===== src/hdl/mesh_vertex_normal_averager_top_defines.svh =====
// Assertion macros shared by the mesh vertex normal averager RTL.
`ifndef MESH_VERTEX_NORMAL_AVERAGER_TOP_DEFINES_SVH
`define MESH_VERTEX_NORMAL_AVERAGER_TOP_DEFINES_SVH
`ifndef SYNTHESIS
// Same-cycle implication check.
`define MVNA_ASSERT_IMP(label, clk, rst_n, ante, cons) \
	label: assert property (@(posedge clk) disable iff (!rst_n) (ante) |-> (cons)) \
		else $error("same-cycle implication check failed");
// Next-cycle implication check.
`define MVNA_ASSERT_NEXT(label, clk, rst_n, ante, cons) \
	label: assert property (@(posedge clk) disable iff (!rst_n) (ante) |=> (cons)) \
		else $error("next-cycle implication check failed");
`else
`define MVNA_ASSERT_IMP(label, clk, rst_n, ante, cons)
`define MVNA_ASSERT_NEXT(label, clk, rst_n, ante, cons)
`endif
`endif


===== src/hdl/mvna_pkg.sv =====
// Types and constants shared by the mesh vertex normal averager modules.
`default_nettype none
package mvna_pkg;
	// Field widths.
	localparam int IDX_W = 16;
	localparam int SUM_W = 26;
	localparam int NRM_W = 18;

	// Command codes.
	localparam logic [1:0] CMD_LOAD  = 2'd0;
	localparam logic [1:0] CMD_TRI   = 2'd1;
	localparam logic [1:0] CMD_QUERY = 2'd2;
	localparam logic [1:0] CMD_CLEAR = 2'd3;

	// Command queue size.
	localparam int Q_DEPTH = 4;
	localparam int Q_PTR_W = 2;

	// Quotient lengths for the shared divider.
	localparam logic [4:0] TRI_QBITS = 5'd17;
	localparam logic [4:0] QRY_QBITS = 5'd26;

	// One decoded command as it travels through the queue.
	typedef struct packed {
		logic [1:0]       cmd;
		logic [IDX_W-1:0] idx;
		logic [23:0]      pos_x;
		logic [23:0]      pos_y;
		logic [23:0]      pos_z;
		logic [IDX_W-1:0] corner_a;
		logic [IDX_W-1:0] corner_b;
		logic [IDX_W-1:0] corner_c;
	} entry_t;

	// Divider request and response.
	typedef struct packed {
		logic        start;
		logic [47:0] num;
		logic [31:0] den;
		logic [4:0]  nbits;
	} div_req_t;

	typedef struct packed {
		logic        busy;
		logic        done;
		logic [25:0] quo;
	} div_rsp_t;

	// Status from the back part to the front part.
	typedef struct packed {
		logic init_busy;
	} back_status_t;
endpackage
`default_nettype wire


===== src/hdl/mvna_divider.sv =====
// Iterative restoring divider, one quotient bit per cycle.
`default_nettype none
module mvna_divider (
	input  wire logic               clk,
	input  wire logic               arst_n,
	input  wire mvna_pkg::div_req_t req,
	output mvna_pkg::div_rsp_t      rsp
);
	logic        busy_q;
	logic        done_q;
	logic [47:0] rem_q;
	logic [31:0] den_q;
	logic [4:0]  k_q;
	logic [25:0] quo_q;
	logic [47:0] cand;

	assign cand     = {16'b0, den_q} << k_q;
	assign rsp.busy = busy_q;
	assign rsp.done = done_q;
	assign rsp.quo  = quo_q;

	// Control.
	always_ff @(posedge clk or negedge arst_n) begin
		if (!arst_n) begin
			busy_q <= 1'b0;
			done_q <= 1'b0;
		end else begin
			done_q <= 1'b0;
			if (req.start && !busy_q) begin
				busy_q <= 1'b1;
			end else if (busy_q && k_q == '0) begin
				busy_q <= 1'b0;
				done_q <= 1'b1;
			end
		end
	end

	// Datapath: compare the remainder with the shifted divisor.
	always_ff @(posedge clk) begin
		if (req.start && !busy_q) begin
			rem_q <= req.num;
			den_q <= req.den;
			k_q   <= req.nbits - 5'd1;
			quo_q <= '0;
		end else if (busy_q) begin
			if (rem_q >= cand) begin
				rem_q      <= rem_q - cand;
				quo_q[k_q] <= 1'b1;
			end
			k_q <= k_q - 5'd1;
		end
	end
endmodule
`default_nettype wire


===== config.mk =====
export PLATFORM = sky130hd
export DESIGN_NAME = mvna_divider
export DESIGN_NICKNAME = d
export VERILOG_FILES = /design/src/hdl/mesh_vertex_normal_averager_top_defines.svh /design/src/hdl/mvna_pkg.sv /design/src/hdl/mvna_divider.sv
export SDC_FILE = /design/constraint.sdc
export NUM_CORES = 1
export LEC_CHECK = 0
export BUFFER_PORTS_ARGS = -buffer_cell sky130_fd_sc_hd__buf_2
export CAP_MARGIN = 0
export CELL_PAD_IN_SITES_DETAIL_PLACEMENT = 0
export CELL_PAD_IN_SITES_GLOBAL_PLACEMENT = 2
export CORE_MARGIN = 4
export CORE_UTILIZATION = 29
export CTS_CLUSTER_DIAMETER = 150
export DETAILED_ROUTE_END_ITERATION = 8
export GPL_TIMING_DRIVEN = 0
export PLACE_DENSITY = 0.79
export SYNTH_ARGS = -nofsm -noshare
export SYNTH_HDL_FRONTEND = slang
export SYNTH_SLANG_ARGS = --single-unit
export TNS_END_PERCENT = 10

===== constraint.sdc =====
create_clock -name clk -period 6.65 [get_ports clk]
set_input_delay 1.33 -clock clk [delete_from_list [all_inputs] [get_ports clk]]
set_output_delay 1.33 -clock clk [all_outputs]
set_load 0.01 [all_outputs]

# Yosys cells after proc, flatten, opt, wreduce, memory -nomap -nowiden
# Cells that the tools add are included.
[totals]
ff_bits = 113
input_bits = 88
out_inout_bits = 28
wordCells = 35
[op_classes]
n_addsub = 3
order_cmp = 3
n_shift = 1
n_mux = 11
n_bitwise = 1
reduce_logical = 10
[op_table]
columns = ["cell", "n"]
rows = [
  ["48-bit two-way mux", 3],
  ["48-bit greater-or-equal comparator", 1],
  ["32-bit by 5-bit << shifter with 48-bit output", 1],
  ["48-bit subtractor", 1],
  ["26-bit OR", 1],
  ["5-bit two-way mux", 2],
  ["5-bit by 1-bit subtractor with 5-bit output, second input constant", 2],
  ["5-bit by 6-bit < comparator with 1-bit output, second input constant", 1],
  ["2-bit nonzero test", 3],
  ["1-bit demux with 5-bit select", 1],
  ["5-bit by 1-bit greater-or-equal comparator with 1-bit output, second input constant", 1],
  ["5-bit logical NOT", 1],
  ["1-bit two-way mux", 5],
  ["2-bit AND reduction", 2],
  ["1-bit logical AND", 3],
  ["1-bit logical NOT", 1],
]

# Longest topological paths before layout
[logic_depth]
word_depth = 5
ltp_mapped = 22
depth_no_buf = 17

# Least setup slack after synthesis
# No wires, ideal clock.
[synth_timing]
path_kind = "register -> register"
start = "reg k_q[1]"
end = "reg rem_q[0], enable pin"
setup_ps = 384
t_arrival_ps = 4216
slack_ps = 2050
path_stages_with_launch = 21
path_buffers = 6
cell_sequence = "edfxtp_1 clkbuf_1 clkbuf_1 clkbuf_1 nand3_1 o21ai_0 nor2_1 a21oi_1 o21ai_0 ha_1 clkbuf_1 nand2_1 o21a_1 o221a_1 nor2_1 a211oi_1 o21ai_0 a31o_1 buf_6 buf_6 mux2_2"
[synth_between]
elab_chain_len = 4
[synth_rtl]
columns = ["item", "line_no", "source"]
rows = [
  ["from (decl)", "mvna_divider.sv:13", "logic [4:0] k_q;"],
  ["from (signal assigned)", "mvna_divider.sv:43", "k_q <= req.nbits - 5'd1;"],
  ["from (signal assigned)", "mvna_divider.sv:50", "k_q <= k_q - 5'd1;"],
  ["32-bit by 5-bit << shifter with 48-bit output", "mvna_divider.sv:17", "assign cand = {16'b0, den_q} << k_q;"],
  ["48-bit greater-or-equal comparator", "mvna_divider.sv:46", "if (rem_q >= cand) begin"],
  ["2-bit nonzero test (no source line)", "n/a", ""],
  ["2-bit AND reduction (no source line)", "n/a", ""],
  ["to (signal assigned)", "mvna_divider.sv:41", "rem_q <= req.num;"],
  ["to (signal assigned)", "mvna_divider.sv:47", "rem_q <= rem_q - cand;"],
  ["to (decl)", "mvna_divider.sv:11", "logic [47:0] rem_q;"],
]
# No other way between the ends.
# A chain may end at the register's enable or synchronous reset.

# Worst setup path in the final report
[layout_timing]
start = "reg k_q[0]"
end = "reg rem_q[16], enable pin"
# Same word-level chain as after synthesis.

==> metrics.md <==
| Metric | Value |
|---|---|
| Yosys top cell by area | edfxtp_1 |
| Fin. max-slew vios | 0 |
| Hold Path Class | reg -> reg |
| CTS Sinks | 113 |
| CTS max path bufs | 2 |
| RSZ-0062 raised after global routing | false |
| Vias | 8299 |
| Setup crit end kind | flop |
| Core footprint | 29900 um2 |
| Net Count, Synth | 1153 |
| Setup TNS | 0 ns |
| DR vias/cell | 5.35 |
| CTS tree | yes |
| Synth warn | 0 |
| Sequential share of the synthesized area | 35.3% |
| Port bufs | 115 |
| Least-Margin Pin Slew | 1.28 ns |
| Vias in the first global route | 8109 |
| Clk_lat worst skew | 0.43 ns |
| Max Fclk | 169 MHz |
| Yosys top cell area share | 28.9% |
| Final worst path period need | 5.91 ns |
| Chip width | 183 um |
| Critical setup path kind | reg -> reg |
| Post-synth ARST share | 1.77% |
| Rel. slew slack | 14.3% |
| Arrival time at the worst endpoint | 5.97 ns |
| MaxCap Viol Count | 0 |
| NumNets Final | 1288 |
| DIE AREA | 33400 um2 |
| Num CTS Buffers | 17 |
| Detailed Route Iter0 Violations | 627 |
| DRC errors left | 0 |
| Cell variety after synth | 73 |
| Root Buffer | clkbuf_16 |
| Setup-failing EPs final | 0 |
| Top post-synthesis cells by area | edfxtp_1 (29%), ha_1 (7.2%), a21oi_1 (5.9%) |
| Routed wire length | 31200 um |
| WP data required | 6.71 ns |
| Most frequent cells after synthesis | nand2_1 (132), nor2_1 (111), a21oi_1 (104), edfxtp_1 (85), o21ai_0 (61) |
| First-pass GRT wire length | 47400 um |
| Total GRT Usage | 18.4% |
| Pre-antenna DRT Iters | 5 |
| DP Wirelength | 24400 um |
| Setup crit start kind | flop |
| Io pins | 116 |
| Final Hold Fails | 0 |
| Syn-to-layout area delta | 18.7% |
| Final worst-path cycle share | 88.9% |
| CTS HTree Levels | 4 |
| CTS clk-pin slew, worst paths | 0.06 ns |
| Top FF cell, synth | edfxtp_1 |
| EDFF count, synth | 85 |
| Die span in y | 183 um |
| Wire per inst | 20.1 um |
| Antenna violations before repair | 0 |
| Starting Density | 29.6% |
| # rows | 63 |
| Outcome | completed |
| Post-CTS Repair Setup Buffers | 0 |
| # hold bufs at CTS | 0 |
| Count leader, synth | nand2_1 |
| Synthesized area | 8850 um2 |
| Antenna Nets Post-Route | 0 |
| Diode count | 0 |
| Largest net degree at the start of global routing | 49 |
| Layout cells sized above 1 | 16.7% |
| Critical path fanouts, max | 48 |
| Overflow after GRT | 0 |
| FF+latch count, synth | 113 |
| Clock Skew | 0.0102 ns |
| Post-Syn Instances | 1013 |
| Post-Syn Area per Cell | 8.73 um2 |
| Placer Congestion | 0.935 |
-- state kept, by name, summed over array words and instances (netlist names) --
register	cells
busy_q	1
den_q	32
rem_q	48
done_q	1
quo_q	26
k_q	5
-- critical path, cell delays in order (launching register included) --
cell and delay, ns:
edfxtp_1 0.33, clkbuf_1 0.26, buf_2 0.36, clkbuf_1 0.49, mux2i_1 0.15, mux2i_1 0.24
nand2_1 0.09, nand2_1 0.16, o21ai_0 0.17, o22a_1 0.26, ha_1 0.27, clkbuf_1 0.38
nand4_1 0.27, nor4_1 0.38, nand2_1 0.17, o21ai_1 0.35, a31o_1 0.23, buf_6 0.14
buf_6 0.14, mux2_4 0.63
-- cells by family after synthesis --
family / Yosys count / synth area share [%]
compound gates: 301 / 22.1
xor+xnor: 40 / 3.96
fa+ha+maj: 52 / 7.44
buf+inv: 101 / 4.74
flops: 113 / 35.3
mux: 67 / 9.66
simple gates: 339 / 16.8
-- area by class of cell --
type / instances / area, um2
flip-flops and latches: 113 / 3120
plain buffers: 77 / 330
repair buffers: 116 / 596
multi-input cells: 799 / 5310
clock buffers: 18 / 439
fillers: 3145 / 19400
clock inverters: 14 / 128
inverters: 24 / 90.1
well taps: 390 / 488
-- path summary, 6_finish.rpt --
path / start / end / slack [ns] / cells past startpoint
max: k_q[0] / rem_q[16] / 0.74 / 19
min: quo_q[10] / quo_q[10] / 0.46 / 1
max reg2reg: k_q[0] / rem_q[16] / 0.74 / 19
min reg2reg: quo_q[10] / quo_q[10] / 0.46 / 1
max in group asynchronous: arst_n / busy_q / 5.88 / 1
min in group asynchronous: arst_n / done_q / 0.67 / 1
-- layout by cell type (no fill, tap or decap), drive strengths merged, types with 10 or more instances in the layout --
| cell | n |
|---|---|
| xor2 | 19 |
| ha | 51 |
| a32o | 25 |
| o21ai | 66 |
| inv | 28 |
| nand2b | 10 |
| nand4 | 21 |
| mux2i | 46 |
| buf | 136 |
| edfxtp | 85 |
| a21o | 23 |
| mux4 | 14 |
| xnor2 | 21 |
| a21oi | 104 |
| nor3 | 17 |
| dfxtp | 26 |
| nor2 | 111 |
| nand3 | 21 |
| clkbuf | 75 |
| nand2 | 132 |
-- per-layer routing --
| metal | track usage [%] | share of wire, % | up-vias |
|---|---|---|---|
| met2 | 29.9 | 46 | 228 |
| met4 | 5.10 | 2.0 | 0 |
| met5 | 0 | 0 | - |
| met1 | 25.5 | 47 | 3990 |
| li1 | - | - | 4041 |
| met3 | 2.95 | 4.7 | 40 |
-- metrics by stage --
stage / cells / hold WS (ns) / setup slack (ns) / utilization [%] / area (um2)
finish: 1551 / 0.460 / 0.738 / 35.2 / 10500
global route: 1551 / 0.483 / 0.227 / 35.2 / 10500
CTS: 1551 / 0.463 / 0.301 / 35.1 / 10500
detailed placement: 1519 / 0.450 / 0.323 / 33.2 / 9930
global placement: 1518 / 0.448 / 0.284 / 33.2 / 9910
floorplan: 1013 / 0.511 / 2.05 / - / 8850
-- timing repair --
action	in CTS	in global routing
endpoints found under the hold margin	0	0
resized for setup	0	1
endpoints found under the setup margin	0	48
Power is not shown: default switching activity piles up to over one toggle a cycle in this logic, so the estimate is an artifact.
