### src/hdl/mesh_vertex_normal_averager_top_defines.svh
// Assertion macros shared by the mesh vertex normal averager RTL.
`ifndef MESH_VERTEX_NORMAL_AVERAGER_TOP_DEFINES_SVH
`define MESH_VERTEX_NORMAL_AVERAGER_TOP_DEFINES_SVH
`ifndef SYNTHESIS
// Same-cycle implication check.
`define MVNA_ASSERT_IMP(label, clk, rst_n, ante, cons) \
	label: assert property (@(posedge clk) disable iff (!rst_n) (ante) |-> (cons)) \
		else $error("same-cycle implication check failed");
// Next-cycle implication check.
`define MVNA_ASSERT_NEXT(label, clk, rst_n, ante, cons) \
	label: assert property (@(posedge clk) disable iff (!rst_n) (ante) |=> (cons)) \
		else $error("next-cycle implication check failed");
`else
`define MVNA_ASSERT_IMP(label, clk, rst_n, ante, cons)
`define MVNA_ASSERT_NEXT(label, clk, rst_n, ante, cons)
`endif
`endif

### src/hdl/mvna_pkg.sv
// Types and constants shared by the mesh vertex normal averager modules.
`default_nettype none
package mvna_pkg;
	// Field widths.
	localparam int IDX_W = 16;
	localparam int SUM_W = 26;
	localparam int NRM_W = 18;

	// Command codes.
	localparam logic [1:0] CMD_LOAD  = 2'd0;
	localparam logic [1:0] CMD_TRI   = 2'd1;
	localparam logic [1:0] CMD_QUERY = 2'd2;
	localparam logic [1:0] CMD_CLEAR = 2'd3;

	// Command queue size.
	localparam int Q_DEPTH = 4;
	localparam int Q_PTR_W = 2;

	// Quotient lengths for the shared divider.
	localparam logic [4:0] TRI_QBITS = 5'd17;
	localparam logic [4:0] QRY_QBITS = 5'd26;

	// One decoded command as it travels through the queue.
	typedef struct packed {
		logic [1:0]       cmd;
		logic [IDX_W-1:0] idx;
		logic [23:0]      pos_x;
		logic [23:0]      pos_y;
		logic [23:0]      pos_z;
		logic [IDX_W-1:0] corner_a;
		logic [IDX_W-1:0] corner_b;
		logic [IDX_W-1:0] corner_c;
	} entry_t;

	// Divider request and response.
	typedef struct packed {
		logic        start;
		logic [47:0] num;
		logic [31:0] den;
		logic [4:0]  nbits;
	} div_req_t;

	typedef struct packed {
		logic        busy;
		logic        done;
		logic [25:0] quo;
	} div_rsp_t;

	// Status from the back part to the front part.
	typedef struct packed {
		logic init_busy;
	} back_status_t;
endpackage
`default_nettype wire

### src/hdl/mvna_front.sv
// Front part: accepts stream words, folds indices into range and feeds the queue.
`default_nettype none
module mvna_front #(
	parameter int MAX_VERTICES = 4096
) (
	input  wire logic                   clk,
	input  wire logic                   arst_n,
	input  wire logic                   s_tvalid,
	output logic                        s_tready,
	input  wire logic [119:0]           s_tdata,
	input  wire logic [1:0]             s_tuser,
	input  wire mvna_pkg::back_status_t status,
	input  wire logic                   q_full,
	output logic                        q_push,
	output mvna_pkg::entry_t            q_data
);
	mvna_pkg::entry_t ent_q;
	mvna_pkg::entry_t ent_d;
	logic             vld_q;
	logic             accept;

	// Reduce a 12-bit index modulo the vertex count by conditional subtraction.
	function automatic logic [mvna_pkg::IDX_W-1:0] fold_index(input logic [11:0] raw);
		logic [31:0] r;
		logic [31:0] lim;
		r = {20'b0, raw};
		for (int k = 7; k >= 0; k--) begin
			lim = 32'(MAX_VERTICES) << k;
			if (r >= lim) begin
				r = r - lim;
			end
		end
		return r[mvna_pkg::IDX_W-1:0];
	endfunction

	// Decode the incoming word.
	always_comb begin
		ent_d.cmd      = s_tuser;
		ent_d.idx      = fold_index(s_tdata[11:0]);
		ent_d.pos_x    = s_tdata[35:12];
		ent_d.pos_y    = s_tdata[59:36];
		ent_d.pos_z    = s_tdata[83:60];
		ent_d.corner_a = fold_index(s_tdata[95:84]);
		ent_d.corner_b = fold_index(s_tdata[107:96]);
		ent_d.corner_c = fold_index(s_tdata[119:108]);
	end

	assign s_tready = (!vld_q || !q_full) && !status.init_busy;
	assign accept   = s_tvalid && s_tready;
	assign q_push   = vld_q && !q_full;
	assign q_data   = ent_q;

	// Holding register in front of the queue.
	always_ff @(posedge clk or negedge arst_n) begin
		if (!arst_n) begin
			vld_q <= 1'b0;
		end else if (accept) begin
			vld_q <= 1'b1;
		end else if (q_push) begin
			vld_q <= 1'b0;
		end
	end

	always_ff @(posedge clk) begin
		if (accept) begin
			ent_q <= ent_d;
		end
	end
endmodule
`default_nettype wire

### config.mk
export PLATFORM = sky130hd
export DESIGN_NAME = mvna_front
export DESIGN_NICKNAME = d
export VERILOG_FILES = /design/src/hdl/mesh_vertex_normal_averager_top_defines.svh /design/src/hdl/mvna_pkg.sv /design/src/hdl/mvna_front.sv
export SDC_FILE = /design/constraint.sdc
export NUM_CORES = 1
export LEC_CHECK = 0
export BUFFER_PORTS_ARGS = -buffer_cell sky130_fd_sc_hd__buf_4
export CAP_MARGIN = 40
export CORE_ASPECT_RATIO = 0.5
export CORE_MARGIN = 10
export CORE_UTILIZATION = 41
export CTS_CLUSTER_DIAMETER = 80
export CTS_CLUSTER_SIZE = 20
export DETAILED_ROUTE_END_ITERATION = 16
export PLACE_DENSITY = 0.92
export SETUP_SLACK_MARGIN = 0.1
export SLEW_MARGIN = 5
export SYNTH_ARGS = -nofsm -noshare
export SYNTH_HDL_FRONTEND = slang
export SYNTH_SLANG_ARGS = --single-unit
### constraint.sdc
create_clock -name clk -period 5.3 [get_ports clk]
set_input_delay 0.265 -clock clk [delete_from_list [all_inputs] [get_ports clk]]
set_output_delay 0.265 -clock clk [all_outputs]
set_load 0.05 [all_outputs]
; ---- Word-level counts from Yosys, hierarchy flattened
; Cells that the tools add are included.
; Widths: inputs -> output; s select.
[classes]
reduce_logical = 8
n_shift = 0
add_sub_neg = 0
n_mul = 0
div_mod_pow = 0
bitwise_logic = 0
n_mux = 2
n_eq_ne = 0
order_cmp = 0
[ops]
columns = cell, n
row1 = $logic_and 1x1->1, 3
row2 = $logic_not 1->1, 3
row3 = $mux 1, 2
row4 = $reduce_bool 2->1, 1
row5 = $logic_or 1x1->1, 1
[word_totals]
input_bits = 127
mem_bits_ro = 0
latch_bits = 0
n_memories = 0
ff_bits = 123
mem_bits_rw = 0
elab_cells = 19

; ---- Depth between registers and ports, before layout
; Gate-level depths: netlist of run 1.
[depth]
ltp_word = 5
ltp_mapped = 2

; ---- Least setup slack after synthesis of run 1
; No wires, ideal clock.
[synth_timing]
kind = register to register
startpoint = reg vld_q
endpoint = reg ent_q (netlist bit q_data[0]), enable pin
path_slack_ns = 0.898
period_less_slack_ns = 4.402
path_stages_with_launch = 2
t_arrival_ns = 3.878
setup_time_ns = 0.524
path_cell_list = dfrtp_1 a21oi_2
[synth_via]
elab_chain_cells = 4
[synth_lines]
columns = element, line
row1 = "start, declared", mvna_front.sv:19  ; logic vld_q;
row2 = "start signal, assigned", mvna_front.sv:56  ; vld_q <= 1'b0;
row3 = "start signal, assigned", mvna_front.sv:58  ; vld_q <= 1'b1;
row4 = "start signal, assigned", mvna_front.sv:60  ; vld_q <= 1'b0;
row5 = $logic_not 1->1, mvna_front.sv:48  ; assign s_tready = (!vld_q || !q_full) && !status.init_busy;
row6 = $logic_or 1x1->1, mvna_front.sv:48
row7 = $logic_and 1x1->1, mvna_front.sv:48
row8 = $logic_and 1x1->1, mvna_front.sv:49  ; assign accept = s_tvalid && s_tready;
row9 = named net accept, mvna_front.sv:20  ; logic accept;
row10 = "end signal, assigned", mvna_front.sv:66  ; ent_q <= ent_d;
row11 = "end, declared", mvna_front.sv:17  ; mvna_pkg::entry_t ent_q;
; The timed path passes the listed nets, and every way through them passes these cells.
; A chain may end at the register's enable or synchronous reset.

; ---- Final worst setup path of run 1
[layout_timing]
startpoint = reg vld_q
endpoint = reg ent_q (netlist bit q_data[126]), enable pin
; Same word-level chain as after synthesis.

==> impl_metrics.tcl, run 1 <==
set metrics [dict create \
    p_sw_uw 632 \
    drt_iter0_markers 144 \
    cp-end-kind "register" \
    finalSetupTns_ns 0 \
    hp-class "in2reg" \
    critical_path_required_ns 5.33 \
    fin_util_pct 72.3 \
    slew_viol_final 0 \
    rsz0062_at_grt "no" \
    clk_pin_slew_ns 0.06 \
    coreArea_mm2 0.00892 \
    detail_route.wl_per_cell_um 24.1 \
    yosysSeqAreaShare_pct 95.7 \
    grt_pass1_wl_um 17300 \
    htree_levels 4 \
    path_max_fanout 64 \
    clockPowerShare_pct 44.6 \
    maxCapViolCount 0 \
    post-route-period-util_pct 31.3 \
    antenna_left 0 \
    worst-slew-pin-transition_ns 0.835 \
    synthMuxAreaShare_pct 0 \
    hold_viol 0 \
    hpwl_um 10400 \
    synth_top_family_by_area "buffers and inverters" \
    fp.dieH_um 88.6 \
    start_kind "register" \
    criticalPathCategory "reg2reg" \
    ys_ff_latch 123 \
    min_period_ns 1.66 \
    layout_setup_ws_ns 3.64 \
    synth_compound_gate_area_share_pct 0.357 \
    cts_setup_buffers 0 \
    cts_tree "yes" \
    peakVddDrop_mv 0.281 \
    clock_sinks 123 \
    max_freq_mhz 602 \
    diodes 0 \
    p_sw_share_pct 24.0 \
    r2r-start "vld_q" \
    grt_max_degree 65 \
    routed_wirelength_um 13200 \
    start_util_pct 43.2 \
    leakagePower_uw 0.00273 \
    yosys.area_share.simple_pct 0.714 \
    p_int_uw 2010 \
    cts_root_buf "clkbuf_16" \
    drive_above_1_share_pct 66.2 \
    hold_slack_ns 0.0353 \
    globalRouteOverflowTotal 0 \
    ys_warn_count 0 \
    synthesis.area_mm2 0.00385 \
    synthAdderAreaFrac_pct 0 \
    fillers 579 \
    p_comb_share_pct 12.4 \
    via_count 2434 \
    status "completed" \
    gp_congestion 0.860 \
    viasPerCell 4.46 \
    pwr-share-seq_pct 43.0 \
    nets 544 \
    die_w_um 157 \
    arrival_ns 1.69 \
    syn_inst 146 \
    fin_cells 546 \
    portBuffers 250 \
    crit_path_start "vld_q" \
    die_area_mm2 0.0139 \
    synthXorXnorAreaFrac_pct 0 \
    drc_errors 0 \
    grt_antenna_before_repair 0 \
    skew_ns 0.00542 \
    relSlewSlack_pct 44.3 \
    grt_pass1_vias 2735 \
    num_rows 24 \
    synth_cell_types 9 \
    place_ws_ns 3.55 \
    power_density_mw_per_mm2 409 \
    first_pass_iters 4 \
    ioPinCount 267 \
    numCtsBuffers 17 \
    clk_path_buf_depth 2 \
    area_growth_pct 67.4 \
    dp_cells 514 \
    clock_latency_ns 0.40 \
    track_usage_pct 18.0 \
    finalSetupViolCount 0 \
    avgSynthCellArea_um2 26.4 \
    hp-start "s_tdata[96]" \
]
-- cells in the final DEF, fill, tap and decap left out, types with 2 or more instances in the layout --
cell,synthesis,routed
conb_1,1,16
clkinvlp_4,0,4
edfxtp_1,122,122
clkbuf_16,0,17
nand2_1,2,2
buf_4,16,252
clkinv_2,0,5
bufinv_16,0,4
-- final timing paths --
kind                                     to  slack (ns)  depth (start not counted)
worst max-delay path            q_data[126]        3.64                          2
worst min-delay path             q_data[16]        0.04                          1
worst max register to register  q_data[126]        3.64                          2
worst min register to register        vld_q        0.57                          2
max in group asynchronous             vld_q        5.05                          2
min in group asynchronous             vld_q        0.16                          2
-- flip-flops by register name (all words and copies together), names as in the netlist --
| register | count |
|---|---|
| q_data | 122 |
| vld_q | 1 |
-- worst max-delay path: stages (launching register included) --
cell     delay (ns)
dfrtp_1        0.42
a21oi_4        0.15
buf_4          0.67
-- cells by family (layout without fill, tap and decap cells) --
kind of cell | Yosys count | count (layout)
other | 1 | 16
AOI/OAI and AO/OA | 2 | 2
buffers and inverters | 16 | 284
and+or+nand+nor | 4 | 4
DFF | 123 | 123
-- repair_timing --
action                                 CTS  global route
hold buffers                             1             0
gates resized for setup                  0             0
endpoints found under the hold margin    1             0
-- stage by stage --
step           instance area [um^2]  power, uW
6_report                       6450       2640
3_3_place_gp                   5840       1470
2_1_floorplan                  3910       1350
3_5_place_dp                   5840       1480
4_1_cts                        6450       2660
5_1_grt                        6450       2720
-- cell usage after synthesis --
master    instances  share of area (%)
edfxtp_1        122                 95
dfrtp_1           1               0.65
a21oi_2           1               0.23
conb_1            1              0.097
nand2b_4          1               0.36
nand2_1           2               0.19
nor2b_1           1               0.16
a21oi_1           1               0.13
buf_4            16                3.1
-- power groups by stage --
stage | registers, uW | logic (uW) | clock network (uW)
after floorplan | 1290 | 54.0 | 0
after global placement | 1150 | 320 | 0
after detailed placement | 1160 | 327 | 0
after CTS | 1140 | 328 | 1200
after global routing | 1140 | 336 | 1240
final | 1140 | 326 | 1180
-- cell type report --
class	instances	area (um^2)	area share, %
Clock inverter	14	179	2.77
Multi-Input combinational cell	22	109	1.69
Clock buffer	17	425	6.60
Timing Repair Buffer	253	1900	29.5
Sequential cell	123	3690	57.2
Tap cell	117	146	2.27
-- layer usage --
| layer | up-vias | track usage, % | routed length, um |
|---|---|---|---|
| met4 | 0 | 10.5 | 411 |
| met3 | 29 | 3.87 | 407 |
| li1 | 1087 | - | - |
| met5 | - | 0 | 0 |
| met1 | 1233 | 16.0 | 4020 |
| met2 | 85 | 37.3 | 8350 |
(Power assumes the default switching activity.)
==> inputs of run 2 (changes only) <==
--- a/config.mk
+++ b/config.mk
@@ -5,15 +5,16 @@
 export SDC_FILE = /design/constraint.sdc
 export NUM_CORES = 1
 export LEC_CHECK = 0
+export ABC_AREA = 1
 export BUFFER_PORTS_ARGS = -buffer_cell sky130_fd_sc_hd__buf_4
 export CAP_MARGIN = 40
 export CORE_ASPECT_RATIO = 0.5
 export CORE_MARGIN = 10
-export CORE_UTILIZATION = 41
+export CORE_UTILIZATION = 37
 export CTS_CLUSTER_DIAMETER = 80
 export CTS_CLUSTER_SIZE = 20
 export DETAILED_ROUTE_END_ITERATION = 16
-export PLACE_DENSITY = 0.92
+export PLACE_DENSITY = 0.88
 export SETUP_SLACK_MARGIN = 0.1
 export SLEW_MARGIN = 5
 export SYNTH_ARGS = -nofsm -noshare
==> constraint.sdc (replaced) <==
create_clock -name clk -period 1.43 [get_ports clk]
set_input_delay 0.0715 -clock clk [delete_from_list [all_inputs] [get_ports clk]]
set_output_delay 0.0715 -clock clk [all_outputs]
set_load 0.05 [all_outputs]
==> impl_metrics.tcl, run 2 <==
set metrics [dict create \
    hpwl_um 10500 \
    synth_top_family_by_area "buffers and inverters" \
    synthTopCellsByArea "edfxtp_1, buf_4, dfrtp_1" \
    cts_hold_buf 117 \
    num_rows 26 \
    status "aborted with a tool error" \
    clk_path_buf_depth 2 \
    synth_edf_count 122 \
    start_util_pct 37.9 \
    ys_async_sr_fraction_pct 0.813 \
    portBuffers 250 \
    syn_inst 149 \
    synthAdderAreaFrac_pct 0 \
    yosysMostFrequentCell "edfxtp_1" \
    yosysSeqAreaShare_pct 95.7 \
    fp.dieH_um 92.2 \
    place_area_mm2 0.00598 \
    synth_ff_type "edfxtp_1" \
    first-error "[ERROR RSZ-0060] Max buffer count reached." \
    cts_resized 0 \
    synth_cell_types 9 \
    synthesis.area_mm2 0.00385 \
    ioPinCount 267 \
    gp_congestion 0.867 \
    ys_ff_latch 123 \
    synthMuxAreaShare_pct 0 \
    numCtsBuffers 17 \
    place_ws_ns 0.103 \
    yosysTopAreaCell "edfxtp_1" \
    synth_compound_gate_area_share_pct 0.130 \
    clock_sinks 123 \
    htree_levels 4 \
    die_w_um 164 \
    cts_setup_buffers 0 \
    synthXorXnorAreaFrac_pct 0 \
    avgSynthCellArea_um2 25.9 \
    ys_warn_count 0 \
    cts_root_buf "clkbuf_16" \
    synth_top_area_share_pct 95.0 \
    yosys.area_share.simple_pct 0.584 \
    stop_stage "4_1_cts" \
    synthTopCellsByCount "edfxtp_1, buf_4, inv_1" \
]
run 2: cell count changes after synthesis:
cell and change:
a21oi_2 -1, nor2_1 +1, nor2_2 +1, inv_1 +4, nand2_1 -2, nand2b_4 -1, nand2_2 +2, nor2b_1 -1
o21ai_1 +1, a21oi_1 -1
run 2: kinds of logic after synthesis:
kind of cell	after synthesis
DFF	123
buffers and inverters	20
other	1
AOI/OAI and AO/OA	1
and+or+nand+nor	4
run 2: through the flow:
stage                     cells  utilization [%]  setup TNS [ns]
after floorplan             164                -         -155.68
after global placement      547             58.7               0
after detailed placement    547             58.7               0
==> inputs of run 3 (changes only) <==
--- a/config.mk
+++ b/config.mk
@@ -8,14 +8,10 @@
 export ABC_AREA = 1
 export BUFFER_PORTS_ARGS = -buffer_cell sky130_fd_sc_hd__buf_4
 export CAP_MARGIN = 40
-export CORE_ASPECT_RATIO = 0.5
 export CORE_MARGIN = 10
-export CORE_UTILIZATION = 37
-export CTS_CLUSTER_DIAMETER = 80
-export CTS_CLUSTER_SIZE = 20
+export CORE_UTILIZATION = 40
 export DETAILED_ROUTE_END_ITERATION = 16
-export PLACE_DENSITY = 0.88
-export SETUP_SLACK_MARGIN = 0.1
+export PLACE_DENSITY_LB_ADDON = 0.15
 export SLEW_MARGIN = 5
 export SYNTH_ARGS = -nofsm -noshare
 export SYNTH_HDL_FRONTEND = slang
==> constraint.sdc (replaced) <==
create_clock -name clk -period 1.86 [get_ports clk]
set_input_delay 0.093 -clock clk [delete_from_list [all_inputs] [get_ports clk]]
set_output_delay 0.093 -clock clk [all_outputs]
set_load 0.05 [all_outputs]
==> impl_metrics.tcl, run 3 <==
set metrics [dict create \
    clk_path_buf_depth 2 \
    stop_stage "4_1_cts" \
    ioPinCount 267 \
    syn_inst 149 \
    yosysTopAreaCell "edfxtp_1" \
    cts_hold_buf 113 \
    ys_ff_latch 123 \
    first-error "[ERROR RSZ-0060] Max buffer count reached." \
    htree_levels 4 \
    avgSynthCellArea_um2 25.9 \
    clock_sinks 123 \
    hpwl_um 9050 \
    synth_ff_type "edfxtp_1" \
    num_rows 35 \
    cts_setup_buffers 0 \
    synthTopCellsByCount "edfxtp_1, buf_4, inv_1" \
    dp_cells 531 \
    cts_resized 0 \
    synthesis.area_mm2 0.00385 \
    die_w_um 118 \
    synth_edf_count 122 \
    ys_async_sr_fraction_pct 0.813 \
    synth_top_area_share_pct 95.0 \
    synth_cell_types 9 \
    synthTopCellsByArea "edfxtp_1, buf_4, dfrtp_1" \
    yosysSeqAreaShare_pct 95.7 \
    start_util_pct 41.3 \
    portBuffers 250 \
    ys_warn_count 0 \
    cts_root_buf "clkbuf_8" \
    gp_congestion 0.737 \
    status "aborted with a tool error" \
    fp.dieH_um 118 \
    numCtsBuffers 17 \
    yosysMostFrequentCell "edfxtp_1" \
]
[run 3: cell families after synthesis]
group / share of synthesized area (%)
AO/OA/AOI/OAI: 0.130
buffers and inverters: 3.51
flip-flops: 95.7
other: 0.0973
AND/OR/NAND/NOR: 0.584
[run 3: stage by stage]
| stage | setup slack [ns] | hold WS [ns] | cell area, um^2 |
|---|---|---|---|
| 2_1_floorplan | -0.846 | -0.203 | 3920 |
| 3_3_place_gp | 0.454 | -0.129 | 5890 |
| 3_5_place_dp | 0.411 | -0.130 | 5890 |
