### src/hdl/mesh_vertex_normal_averager_top_defines.svh
// Assertion macros shared by the mesh vertex normal averager RTL.
`ifndef MESH_VERTEX_NORMAL_AVERAGER_TOP_DEFINES_SVH
`define MESH_VERTEX_NORMAL_AVERAGER_TOP_DEFINES_SVH
`ifndef SYNTHESIS
// Same-cycle implication check.
`define MVNA_ASSERT_IMP(label, clk, rst_n, ante, cons) \
	label: assert property (@(posedge clk) disable iff (!rst_n) (ante) |-> (cons)) \
		else $error("same-cycle implication check failed");
// Next-cycle implication check.
`define MVNA_ASSERT_NEXT(label, clk, rst_n, ante, cons) \
	label: assert property (@(posedge clk) disable iff (!rst_n) (ante) |=> (cons)) \
		else $error("next-cycle implication check failed");
`else
`define MVNA_ASSERT_IMP(label, clk, rst_n, ante, cons)
`define MVNA_ASSERT_NEXT(label, clk, rst_n, ante, cons)
`endif
`endif

### src/hdl/mvna_pkg.sv
// Types and constants shared by the mesh vertex normal averager modules.
`default_nettype none
package mvna_pkg;
	// Field widths.
	localparam int IDX_W = 16;
	localparam int SUM_W = 26;
	localparam int NRM_W = 18;

	// Command codes.
	localparam logic [1:0] CMD_LOAD  = 2'd0;
	localparam logic [1:0] CMD_TRI   = 2'd1;
	localparam logic [1:0] CMD_QUERY = 2'd2;
	localparam logic [1:0] CMD_CLEAR = 2'd3;

	// Command queue size.
	localparam int Q_DEPTH = 4;
	localparam int Q_PTR_W = 2;

	// Quotient lengths for the shared divider.
	localparam logic [4:0] TRI_QBITS = 5'd17;
	localparam logic [4:0] QRY_QBITS = 5'd26;

	// One decoded command as it travels through the queue.
	typedef struct packed {
		logic [1:0]       cmd;
		logic [IDX_W-1:0] idx;
		logic [23:0]      pos_x;
		logic [23:0]      pos_y;
		logic [23:0]      pos_z;
		logic [IDX_W-1:0] corner_a;
		logic [IDX_W-1:0] corner_b;
		logic [IDX_W-1:0] corner_c;
	} entry_t;

	// Divider request and response.
	typedef struct packed {
		logic        start;
		logic [47:0] num;
		logic [31:0] den;
		logic [4:0]  nbits;
	} div_req_t;

	typedef struct packed {
		logic        busy;
		logic        done;
		logic [25:0] quo;
	} div_rsp_t;

	// Status from the back part to the front part.
	typedef struct packed {
		logic init_busy;
	} back_status_t;
endpackage
`default_nettype wire

### src/hdl/mvna_queue.sv
// Short command queue between the front and back parts.
`default_nettype none
`include "mesh_vertex_normal_averager_top_defines.svh"
module mvna_queue (
	input  wire logic             clk,
	input  wire logic             arst_n,
	input  wire logic             push,
	input  wire mvna_pkg::entry_t push_data,
	output logic                  full,
	input  wire logic             pop,
	output mvna_pkg::entry_t      pop_data,
	output logic                  empty
);
	mvna_pkg::entry_t mem_q [mvna_pkg::Q_DEPTH];
	logic [mvna_pkg::Q_PTR_W-1:0] wr_q;
	logic [mvna_pkg::Q_PTR_W-1:0] rd_q;
	logic [mvna_pkg::Q_PTR_W:0]   count_q;

	assign full     = (count_q == (mvna_pkg::Q_PTR_W+1)'(mvna_pkg::Q_DEPTH));
	assign empty    = (count_q == '0);
	assign pop_data = mem_q[rd_q];

	// Storage.
	always_ff @(posedge clk) begin
		if (push) begin
			mem_q[wr_q] <= push_data;
		end
	end

	// Pointers and fill level.
	always_ff @(posedge clk or negedge arst_n) begin
		if (!arst_n) begin
			wr_q    <= '0;
			rd_q    <= '0;
			count_q <= '0;
		end else begin
			if (push) begin
				wr_q <= wr_q + 1'b1;
			end
			if (pop) begin
				rd_q <= rd_q + 1'b1;
			end
			if (push && !pop) begin
				count_q <= count_q + 1'b1;
			end else if (pop && !push) begin
				count_q <= count_q - 1'b1;
			end
		end
	end

	`MVNA_ASSERT_IMP(a_queue_no_overflow, clk, arst_n, push && !pop, !full)
endmodule
`default_nettype wire

### config.mk
export PLATFORM = sky130hd
export DESIGN_NAME = mvna_queue
export DESIGN_NICKNAME = d
export VERILOG_FILES = /design/src/hdl/mvna_pkg.sv /design/src/hdl/mvna_queue.sv
export VERILOG_INCLUDE_DIRS = /design/src /design/src/hdl
export SDC_FILE = /design/constraint.sdc
export NUM_CORES = 1
export LEC_CHECK = 0
export BUFFER_PORTS_ARGS = -buffer_cell sky130_fd_sc_hd__buf_2
export CORE_ASPECT_RATIO = 1.2
export CORE_MARGIN = 5
export CORE_UTILIZATION = 40
export DETAILED_ROUTE_END_ITERATION = 8
export MAX_ROUTING_LAYER = met4
export PLACE_DENSITY = 0.6
export SYNTH_ARGS = -nofsm -noshare
export SYNTH_HDL_FRONTEND = slang
export SYNTH_SLANG_ARGS = --single-unit
### constraint.sdc
create_clock -name clk -period 5.6 [get_ports clk]
set_clock_uncertainty 0.15 [all_clocks]
set_input_delay 0.84 -clock clk [delete_from_list [all_inputs] [get_ports clk]]
set_output_delay 0.84 -clock clk [all_outputs]
set_load 0.03 [all_outputs]
Word level (Yosys, flattened, before mapping)
Memories as Yosys holds them, arrays and structs flattened.
Cells that the tools add are included.
{"block": "op_classes", "add_sub_neg": 4, "n_eq_ne": 1, "n_mux": 4, "n_reduce_logical": 6}
{"operator": "3-bit 2-to-1 mux", "count": 2}
{"operator": "2-bit by 1-bit adder with 2-bit output (second input constant)", "count": 2}
{"operator": "3-bit by 1-bit adder with 3-bit output (second input constant)", "count": 1}
{"operator": "3-bit == test (second input constant)", "count": 1}
{"operator": "3-bit zero test", "count": 1}
{"operator": "3-bit by 1-bit subtractor with 3-bit output (second input constant)", "count": 1}
{"operator": "1-bit logical AND", "count": 2}
{"operator": "1-bit zero test", "count": 2}
{"operator": "1-bit 2-to-1 mux", "count": 2}
{"operator": "2-bit nonzero test", "count": 1}
{"block": "word_totals", "register_bits": 7, "mem_bits_rw": 552, "input_bits": 142, "out_inout_bits": 140, "word_cells": 19, "memories": 1}
{"memory": "mem_q", "words": 4, "word_bits": 138, "read_ports": 1, "rd_ports_with_merged_regs": 0, "wr": 1, "line_no": "mvna_queue.sv:14", "rtl": "mvna_pkg::entry_t mem_q [mvna_pkg::Q_DEPTH];"}

Depth between registers and ports, before layout
Gate-level depths: netlist (run 1).
{"block": "depth", "word_depth": 4, "depth_mapped": 7, "ltp_nobuf": 7}

Worst setup path before layout (run 1)
No wires, ideal clock.
{"block": "synth_path", "path_type": "input to register", "startpoint": "in push", "endpoint": "mem mem_q[1][0] (netlist name), enable pin", "setup_time_ps": 513, "arrival_time_ps": 3996, "required_time_ps": 4937, "path_slack_ps": 941, "cell_stages": 1, "n_path_buf": 0, "path_cell_list": "and2_1"}
{"block": "synth_between", "elab_chain_cells": 2}
{"element": "from (decl)", "line_no": "mvna_queue.sv:7", "rtl": "input wire logic push,"}
{"element": "1-bit 2-to-1 mux", "line_no": "mvna_queue.sv:25", "rtl": "if (push) begin"}
{"element": "1-bit 2-to-1 mux (not written as such)", "line_no": "mvna_queue.sv:26", "rtl": "mem_q[wr_q] <= push_data;"}
{"element": "to (decl)", "line_no": "mvna_queue.sv:14"}
No other way between the ends.

==> results.sh, run 1 <==
export IMPL_run_status="finished clean"
export IMPL_timing_final_ws_setup_ns=1.807
export IMPL_ys_warn_count=0
export IMPL_drtIter0Drc=488
export IMPL_crit_type="flop to output pin"
export IMPL_comb_power_share_pct=33.4
export IMPL_seq_area_sq_um=16760
export IMPL_ioPinCount=282
export IMPL_crit_start="rd_q[0]$_DFFE_PN0P_"
export IMPL_grt_use_total_pct=14.22
export IMPL_multiInputGateArea_sq_um=3318
export IMPL_yosysTopAreaCellShare_pct=81.66
export IMPL_cts_resized=0
export IMPL_numPortBuffers=281
export IMPL_dpl_cell_area_sq_um=22470
export IMPL_cts_setup_buffers=0
export IMPL_grt_pass1_vias=9594
export IMPL_drive_gt1_share_pct=46.33
export IMPL_pre_cts_ws_ns=2.401
export IMPL_postLayoutCoreUtil_pct=48.24
export IMPL_fin_crit_sh_pct=67.73
export IMPL_peakVddDrop_mv=0.3596
export IMPL_path_clk_slew_ns=0.07
export IMPL_period_needed_ns=3.793
export IMPL_drv_slew=0
export IMPL_core_sq_um=50220
export IMPL_p_clk_share_pct=25.3
export IMPL_wl_per_cell_microns=21.80
export IMPL_ys_seq_elements=559
export IMPL_rows=90
export IMPL_p_seq_share_pct=41.3
export IMPL_area_delta_synth_final_pct=19.34
export IMPL_power_density_nw_per_um2=567.8
export IMPL_drt_wl_total_microns=38480
export IMPL_clock_latency_ns=0.58
export IMPL_cts_made_buffers=54
export IMPL_cts_tree="built"
export IMPL_overflow=0
export IMPL_drv_cap=0
export IMPL_cp_arrival_ns=2.80
export IMPL_final_area_sq_um=24230
export IMPL_r2r_start="wr_q[0]$_DFFE_PN0P_"
export IMPL_nFillCells=4083
export IMPL_start_kind="flop"
export IMPL_swShare_pct=33.92
export IMPL_synth_common_cells="edfxtp_1 (552), mux4_2 (138), buf_2 (14)"
export IMPL_dp_hpwl_microns=22770
export IMPL_synth_edf_count=552
export IMPL_drc=0
export IMPL_tns_ns=0
export IMPL_cts_sinks=559
export IMPL_maxSlewHeadroom_pct=38.73
export IMPL_grt_pass1_wl_microns=58850
export IMPL_die_w_microns=215.6
export IMPL_worstHoldStart="push_data[113]"
export IMPL_ant_nets=0
export IMPL_synthArstFlopShare_pct=1.252
export IMPL_slowest_stage="dfrtp_4"
export IMPL_yosys_most_used_dff="edfxtp_1"
export IMPL_start_util_pct=40.42
export IMPL_ctsLongestPathBuffers=3
export IMPL_p_switching_mw=4.666
export IMPL_place_congestion=0.6980
export IMPL_avgSynthCellArea_sq_um=26.89
export IMPL_setup_violations=0
export IMPL_cp_max_fo=65
export IMPL_timing_fmax_mhz=263.6
export IMPL_die_h_microns=256.8
export IMPL_intPower_mw=9.090
export IMPL_yosysMostFrequentCell="edfxtp_1"
export IMPL_hold_class="input pin to flop"
export IMPL_grt_max_degree=140
export IMPL_hold_buffers=1
export IMPL_leakage_nw=8.182
export IMPL_rsz0062_at_grt="false"
export IMPL_syn_instance_count=755
export IMPL_grt_antenna_before_repair=5
export IMPL_netlist_area_sq_um=20300
export IMPL_dr_pass1_iters=4
export IMPL_vias=8839
export IMPL_worstPathCellList="buf_12, mux4_2, buf_2"
export IMPL_crit_required_ns=4.61
export IMPL_cts_max_level=2
export IMPL_synth_largest_area_cell="edfxtp_1"
export IMPL_endpoint_kind="output pin"
export IMPL_slowest_delay_ns=0.74
export IMPL_clockRootBuffer="clkbuf_16"
export IMPL_dieArea_sq_um=55370
export IMPL_synth_cell_type_count=21
export IMPL_ys_seq_area_share_pct=82.52
export IMPL_syn_nets=903
export IMPL_finalHoldViolCount=0
export IMPL_synth_area_top_cells="edfxtp_1 (82%), mux4_2 (15%), dfrtp_1 (0.86%)"
export IMPL_vias_per_cell=5.008
export IMPL_final_net_count=1220
export IMPL_tightest_slew_ns=0.9190
[power groups by stage]
stage	Combinational, mW	Clock, mW	Sequential [mW]
floorplan	3.46	0	5.77
global placement	4.75	0	5.74
detailed placement	4.74	0	5.78
CTS	4.75	3.59	5.69
global route	4.89	3.77	5.75
finish	4.60	3.48	5.67
[stage by stage]
stage	power (mW)	std cells	hold WS, ns
4_1_cts	14.03	1760	0.2635
3_5_place_dp	10.52	1659	0.3299
2_1_floorplan	9.225	755	0.3063
3_3_place_gp	10.49	1659	0.3251
5_1_grt	14.41	1765	0.2714
6_report	13.76	1765	0.3140
[state kept, by name, summed over array words and instances (netlist names)]
name     cells
wr_q         2
mem_q      552
rd_q         2
count_q      3
[cell usage in the layout (no fill, tap or decap)]
master         count
clkinv_1          12
bufinv_16          4
inv_6              2
diode_2            5
edfxtp_1         552
inv_1              4
buf_4              3
nor2_1             1
clkbuf_1           7
buf_12             7
inv_8              1
buf_2            281
and2_4             4
dfrtp_1            5
nor3_1             1
fa_1               1
o21ai_0            1
dlygate4sd3_1      1
ha_1               5
mux4_2           138
nor3b_1            1
dfrtp_4            2
clkinv_8           2
clkinvlp_4         3
xnor2_1            2
clkinv_4           4
mux2_2             1
clkinv_2          10
xor2_1             4
nand2_1            2
clkbuf_16         55
[critical path, delay by kind of cell, from the launching register on]
kind / cells / cell delay, ns
buffers and inverters: 2 / 0.62
multiplexers: 1 / 0.64
flip-flops: 1 / 0.74
[cells by family (layout without fill, tap and decap cells)]
kind of cell	after synthesis	in the layout	share of synthesized area, %
mux	139	139	15.37
compound gates	1	1	0.02463
simple gates	9	9	0.2404
buf+inv	35	396	1.183
flops	559	559	82.52
xor+xnor	6	6	0.2589
fa+ha+maj	6	6	0.4068
other cells	0	5	0
[final timing paths]
kind | to | slack (ns) | cells past startpoint
worst max-delay path | pop_data[137] | 1.81 | 3
worst min-delay path | mem_q[2][113]$_DFFE_PP_ | 0.31 | 1
worst max register to register | mem_q[0][51]$_DFFE_PP_ | 3.04 | 4
worst min register to register | count_q[2]$_DFFE_PN0P_ | 0.35 | 1
max in group asynchronous | rd_q[1]$_DFFE_PN0P_ | 4.59 | 2
min in group asynchronous | wr_q[0]$_DFFE_PN0P_ | 0.52 | 2
[per-layer routing]
layer  share of wire [%]  up-vias  wire length (microns)  GRT usage [%]
met5                   0        -                      0              -
met1                  40     4645                  15340          17.51
met2                  52      220                  19970          23.40
met4                 2.1        0                    817          3.984
li1                    -     3921                      -              -
met3                 6.1       53                   2355          3.905
[area by class of cell]
class / count / area share (%)
clock buffer: 62 / 5.790
tap: 644 / 3.326
sequential: 559 / 69.18
antenna: 5 / 0.05165
clock inverter: 38 / 1.379
multi-input combinational: 161 / 13.70
timing repair buffer: 292 / 6.518
inverter: 4 / 0.06198
No activity file was read; power rests on OpenSTA's default activity.
==> run 2: changes to the inputs <==
--- a/config.mk
+++ b/config.mk
@@ -12,7 +12,7 @@
 export CORE_UTILIZATION = 40
 export DETAILED_ROUTE_END_ITERATION = 8
 export MAX_ROUTING_LAYER = met4
-export PLACE_DENSITY = 0.6
+export PLACE_DENSITY = 0.62
 export SYNTH_ARGS = -nofsm -noshare
 export SYNTH_HDL_FRONTEND = slang
 export SYNTH_SLANG_ARGS = --single-unit
==> constraint.sdc (replaced) <==
create_clock -name clk -period 3.3 [get_ports clk]
set_clock_uncertainty 0.15 [all_clocks]
set_input_delay 0.495 -clock clk [delete_from_list [all_inputs] [get_ports clk]]
set_output_delay 0.495 -clock clk [all_outputs]
set_load 0.03 [all_outputs]
==> run 2 against run 1 <==
Clock-buffer cell count rose by 3; clock power grew 68%; global-route usage grew 0.97 points; via count up 7.5%; largest power group unchanged; critical endpoint is now pop_data[134]; non-clock buffer count increased by 159; sequential power is 70% higher; setup slack got worse by 1.5 ns; hold slack lost 0.17 ns; critical path type unchanged; total power rose by 72%; first-iteration DRC count rose by 7.8%.
==> results.sh, run 2 (synthesis gave the netlist of run 1 again) <==
export IMPL_run_status="finished clean"
export IMPL_layout_common_cells="edfxtp_1 (552), buf_2 (281), dlygate4sd3_1 (141), mux4_2 (138), clkbuf_16 (55)"
export IMPL_path_clk_slew_ns=0.06
export IMPL_nFillCells=3965
export IMPL_wl_per_cell_microns=21.25
export IMPL_peakVddDrop_mv=0.6120
export IMPL_fin_crit_sh_pct=90.54
export IMPL_ant_nets=0
export IMPL_cts_setup_buffers=0
export IMPL_cp_arrival_ns=2.34
export IMPL_tns_ns=0
export IMPL_ioPinCount=282
export IMPL_fin_cells=1914
export IMPL_largest_reg_flops=552
export IMPL_leakage_nw=8.865
export IMPL_endpoint_kind="output pin"
export IMPL_cts_max_level=2
export IMPL_crit_required_ns=2.65
export IMPL_cts_tree="built"
export IMPL_final_net_count=1378
export IMPL_timing_fmax_mhz=334.7
export IMPL_place_congestion=0.7381
export IMPL_maxSlewHeadroom_pct=52.38
export IMPL_dieArea_sq_um=55370
export IMPL_ctsLongestPathBuffers=3
export IMPL_drt_wl_total_microns=40680
export IMPL_grt_use_total_pct=15.19
export IMPL_cts_made_buffers=53
export IMPL_die_h_microns=256.8
export IMPL_period_needed_ns=2.988
export IMPL_numPlacedInstances=1678
export IMPL_clockRootBuffer="clkbuf_16"
export IMPL_postLayoutCoreUtil_pct=51.42
export IMPL_start_util_pct=40.42
export IMPL_cp_max_fo=19
export IMPL_start_kind="flop"
export IMPL_drv_cap=0
export IMPL_reg_largest_list="mem_q (552), count_q (3)"
export IMPL_die_w_microns=215.6
export IMPL_finalHoldViolCount=0
export IMPL_core_sq_um=50220
export IMPL_grt_max_degree=71
export IMPL_clock_latency_ns=0.58
export IMPL_crit_type="flop to output pin"
export IMPL_regMostFlops="mem_q"
export IMPL_drive_gt1_share_pct=41.39
export IMPL_grt_pass1_wl_microns=63230
export IMPL_setup_violations=0
export IMPL_numPortBuffers=281
export IMPL_final_area_sq_um=25820
export IMPL_vias=9501
export IMPL_vias_per_cell=4.964
export IMPL_tightest_slew_ns=0.7143
export IMPL_dpl_cell_area_sq_um=22730
export IMPL_grt_pass1_vias=10470
export IMPL_cts_sinks=559
export IMPL_area_delta_synth_final_pct=27.21
export IMPL_drtIter0Drc=526
export IMPL_hold_class="input pin to asynchronous set/reset pin"
export IMPL_power_density_nw_per_um2=917.6
export IMPL_dp_hpwl_microns=24640
export IMPL_rows=90
export IMPL_dr_pass1_iters=4
export IMPL_overflow=0
export IMPL_drv_slew=0
export IMPL_grt_antenna_before_repair=4
export IMPL_drc=0
export IMPL_layout_commonest_cell="edfxtp_1"
export IMPL_rsz0062_at_grt="false"
## run 2: final cells by class
type | count | area (sq um) | area share, %
clock inverters | 26 | 254.0 | 0.9836
repair buffers | 451 | 3248 | 12.58
well taps | 644 | 805.8 | 3.120
inverters | 4 | 15.01 | 0.05814
diodes | 4 | 10.01 | 0.03876
flip-flops and latches | 559 | 16760 | 64.90
multi-input cells | 161 | 3318 | 12.85
clock buffers | 65 | 1414 | 5.475
## run 2: final timing paths
path | start | end | slack, ns | depth (start not counted)
setup / recovery | rd_q[0]$_DFFE_PN0P_ | pop_data[134] | 0.31 | 4
hold / removal | arst_n | rd_q[0]$_DFFE_PN0P_ | 0.15 | 2
setup reg to reg | wr_q[1]$_DFFE_PN0P_ | mem_q[1][87]$_DFFE_PP_ | 1.19 | 4
hold reg to reg | count_q[2]$_DFFE_PN0P_ | count_q[2]$_DFFE_PN0P_ | 0.35 | 1
max in group asynchronous | arst_n | rd_q[1]$_DFFE_PN0P_ | 2.68 | 2
min in group clk | count_q[2]$_DFFE_PN0P_ | count_q[2]$_DFFE_PN0P_ | 0.35 | 1
## run 2: what timing repair did
action                    in CTS  in global routing
hold endpoints to repair     562                  0
hold buffers                 141                  0
resized for setup              0                  0
## run 2: through the flow
stage | power (mW) | hold WS [ns] | setup slack, ns
after floorplan | 15.55 | 0.04941 | 0.3936
after global placement | 18.02 | 0.1875 | 0.8632
after detailed placement | 18.09 | 0.1887 | 0.8708
after CTS | 24.16 | 0.09983 | 0.2065
after global routing | 24.84 | 0.1260 | 0.1626
final | 23.70 | 0.1462 | 0.3123
## run 2: report_power, final
part	internal, mW	leakage [nW]	switching [mW]
clock	3.41	0.812	2.45
combinational	3.05	2.90	5.17
sequential	9.27	5.15	0.349
## run 2: layer usage
layer	up-vias	part of all wire (%)	GRT usage, %
met2	238	52	25.32
met3	67	6.1	4.082
met4	0	2.2	4.037
met1	4965	40	18.55
li1	4231	-	-
met5	-	0	-
## run 2: critical path: stages, from the launching register on
cell,delay [ns]
dfrtp_4,0.44
buf_12,0.20
buf_4,0.34
mux4_2,0.55
buf_2,0.19
==> run 3: changes to the inputs <==
==> constraint.sdc (replaced) <==
create_clock -name clk -period 3.3 [get_ports clk]
set_clock_uncertainty 0.15 [all_clocks]
set_input_delay 0.495 -clock clk [delete_from_list [all_inputs] [get_ports clk]]
set_output_delay 0.495 -clock clk [all_outputs]
set_load 0.1 [all_outputs]
==> run 3 against run 2 <==
Setup slack got worse by 0.067 ns; die area is the same; design area rose by 0.72%; sequential share of layout area is 0.46 points lower; utilization increased by 0.37 points; global-route usage grew 0.39 points; non-clock buffer count is 9 higher; routed wire length is 2.6% higher; cell count rose by 0.78%; flip-flop and latch count did not move; hold slack worse by 0.090 ns; via count grew 0.85%.
==> results.sh, run 3 (synthesis gave the netlist of run 1 again) <==
export IMPL_regMostFlops="mem_q"
export IMPL_die_w_microns=215.6
export IMPL_crit_required_ns=2.65
export IMPL_finalHoldViolCount=0
export IMPL_tightest_slew_ns=0.6956
export IMPL_period_needed_ns=3.054
export IMPL_reg_largest_list="mem_q (552), count_q (3)"
export IMPL_drive_gt1_share_pct=41.97
export IMPL_dieArea_sq_um=55370
export IMPL_grt_pass1_vias=10760
export IMPL_cts_sinks=559
export IMPL_vias_per_cell=4.967
export IMPL_maxSlewHeadroom_pct=53.63
export IMPL_layout_commonest_cell="edfxtp_1"
export IMPL_cts_setup_buffers=0
export IMPL_cp_max_fo=28
export IMPL_slowest_delay_ns=0.55
export IMPL_vias=9582
export IMPL_clock_latency_ns=0.58
export IMPL_grt_pass1_wl_microns=64850
export IMPL_overflow=0
export IMPL_start_kind="flop"
export IMPL_ioPinCount=282
export IMPL_rows=90
export IMPL_worstPathCellList="buf_12, buf_12, mux4_2, buf_2"
export IMPL_place_congestion=0.7165
export IMPL_largest_reg_flops=552
export IMPL_layout_common_cells="edfxtp_1 (552), buf_2 (281), dlygate4sd3_1 (140), mux4_2 (138), clkbuf_16 (57)"
export IMPL_hold_path_depth=2
export IMPL_ff2ff_path_depth=4
export IMPL_timing_fmax_mhz=327.4
export IMPL_drtIter0Drc=576
export IMPL_final_net_count=1388
export IMPL_run_status="finished clean"
export IMPL_cts_made_buffers=54
export IMPL_wl_per_cell_microns=21.63
export IMPL_grt_use_total_pct=15.58
export IMPL_core_sq_um=50220
export IMPL_grt_antenna_before_repair=3
export IMPL_path_common_cell="buf_12"
export IMPL_crit_start="rd_q[0]$_DFFE_PN0P_"
export IMPL_start_util_pct=40.42
export IMPL_clockRootBuffer="clkbuf_16"
export IMPL_dp_hpwl_microns=25950
export IMPL_drt_wl_total_microns=41730
export IMPL_drc=0
export IMPL_dr_pass1_iters=6
export IMPL_cts_max_level=2
export IMPL_drv_cap=0
export IMPL_area_delta_synth_final_pct=28.13
export IMPL_die_h_microns=256.8
export IMPL_hold_class="input pin to flop"
export IMPL_ant_nets=0
export IMPL_worstHoldStart="push"
export IMPL_rsz0062_at_grt="false"
export IMPL_crit_type="flop to output pin"
export IMPL_endpoint_kind="output pin"
export IMPL_numPortBuffers=281
export IMPL_tns_ns=0
export IMPL_slowest_stage="mux4_2"
export IMPL_cp_arrival_ns=2.41
export IMPL_drv_slew=0
export IMPL_ctsLongestPathBuffers=3
export IMPL_r2r_start="wr_q[0]$_DFFE_PN0P_"
export IMPL_fin_crit_sh_pct=92.55
export IMPL_cts_tree="built"
export IMPL_path_clk_slew_ns=0.06
export IMPL_setup_violations=0
export IMPL_grt_max_degree=48
-- run 3: changes by cell type in the layout (fill, tap and decap cells not counted) --
cell / change
bufinv_16: +1
clkinv_1: -3
clkbuf_16: +2
buf_12: +2
clkinvlp_4: +2
diode_2: -1
inv_6: -2
clkinv_4: +1
buf_4: +8
dlygate4sd3_1: -1
clkbuf_1: +6
-- run 3: per-stage QoR --
step / area (sq um) / utilization [%] / hold slack (ns) / setup WS (ns) / cells
detailed placement: 22830 / 45.47 / 0.1924 / 0.8179 / 1688
floorplan: 20300 / - / 0.04941 / 0.002175 / 755
CTS: 26000 / 51.77 / 0.004968 / 0.1598 / 1926
global placement: 22830 / 45.47 / 0.1908 / 0.8216 / 1688
global route: 26010 / 51.79 / 0.03840 / 0.1156 / 1929
finish: 26010 / 51.79 / 0.05596 / 0.2458 / 1929
-- run 3: per-layer routing --
layer | vias up | track usage, % | share of wire [%]
met3 | 76 | 4.271 | 6.7
met2 | 251 | 26.01 | 52
met5 | - | - | 0
met4 | 0 | 4.339 | 2.5
met1 | 5005 | 18.84 | 39
li1 | 4250 | - | -
-- run 3: worst paths after layout --
kind                                               end  slack (ns)
worst max-delay path                      pop_data[63]        0.25
worst min-delay path               wr_q[0]$_DFFE_PN0P_        0.06
worst max register to register  mem_q[2][36]$_DFFE_PP_        1.18
worst min register to register  count_q[2]$_DFFE_PN0P_        0.36
max in group asynchronous          rd_q[0]$_DFFE_PN0P_        2.67
min in group asynchronous          wr_q[0]$_DFFE_PN0P_        0.15
-- run 3: area by class of cell --
class	count	area, sq um
Sequential cell	559	16760
Timing Repair Buffer	460	3338
Fill cell	3972	24210
Inverter	4	15.01
Antenna cell	3	7.507
Tap cell	644	805.8
Clock buffer	73	1486
Clock inverter	25	279.0
Multi-Input combinational cell	161	3318
-- run 3: timing repair --
action                                 4_1_cts  5_1_grt
hold buffers                               140        0
gates resized for setup                      0        0
endpoints found under the hold margin      560        0
-- run 3: worst max-delay path: cells and delay by family (launching register included) --
family	cells	cell delay (ns)
DFF	1	0.47
muxes	1	0.55
buffers and inverters	3	0.77
Power of run 3 is left out: the tool's default activity adds up to more than one toggle a clock period on the data nets, which glitch-free logic cannot reach.
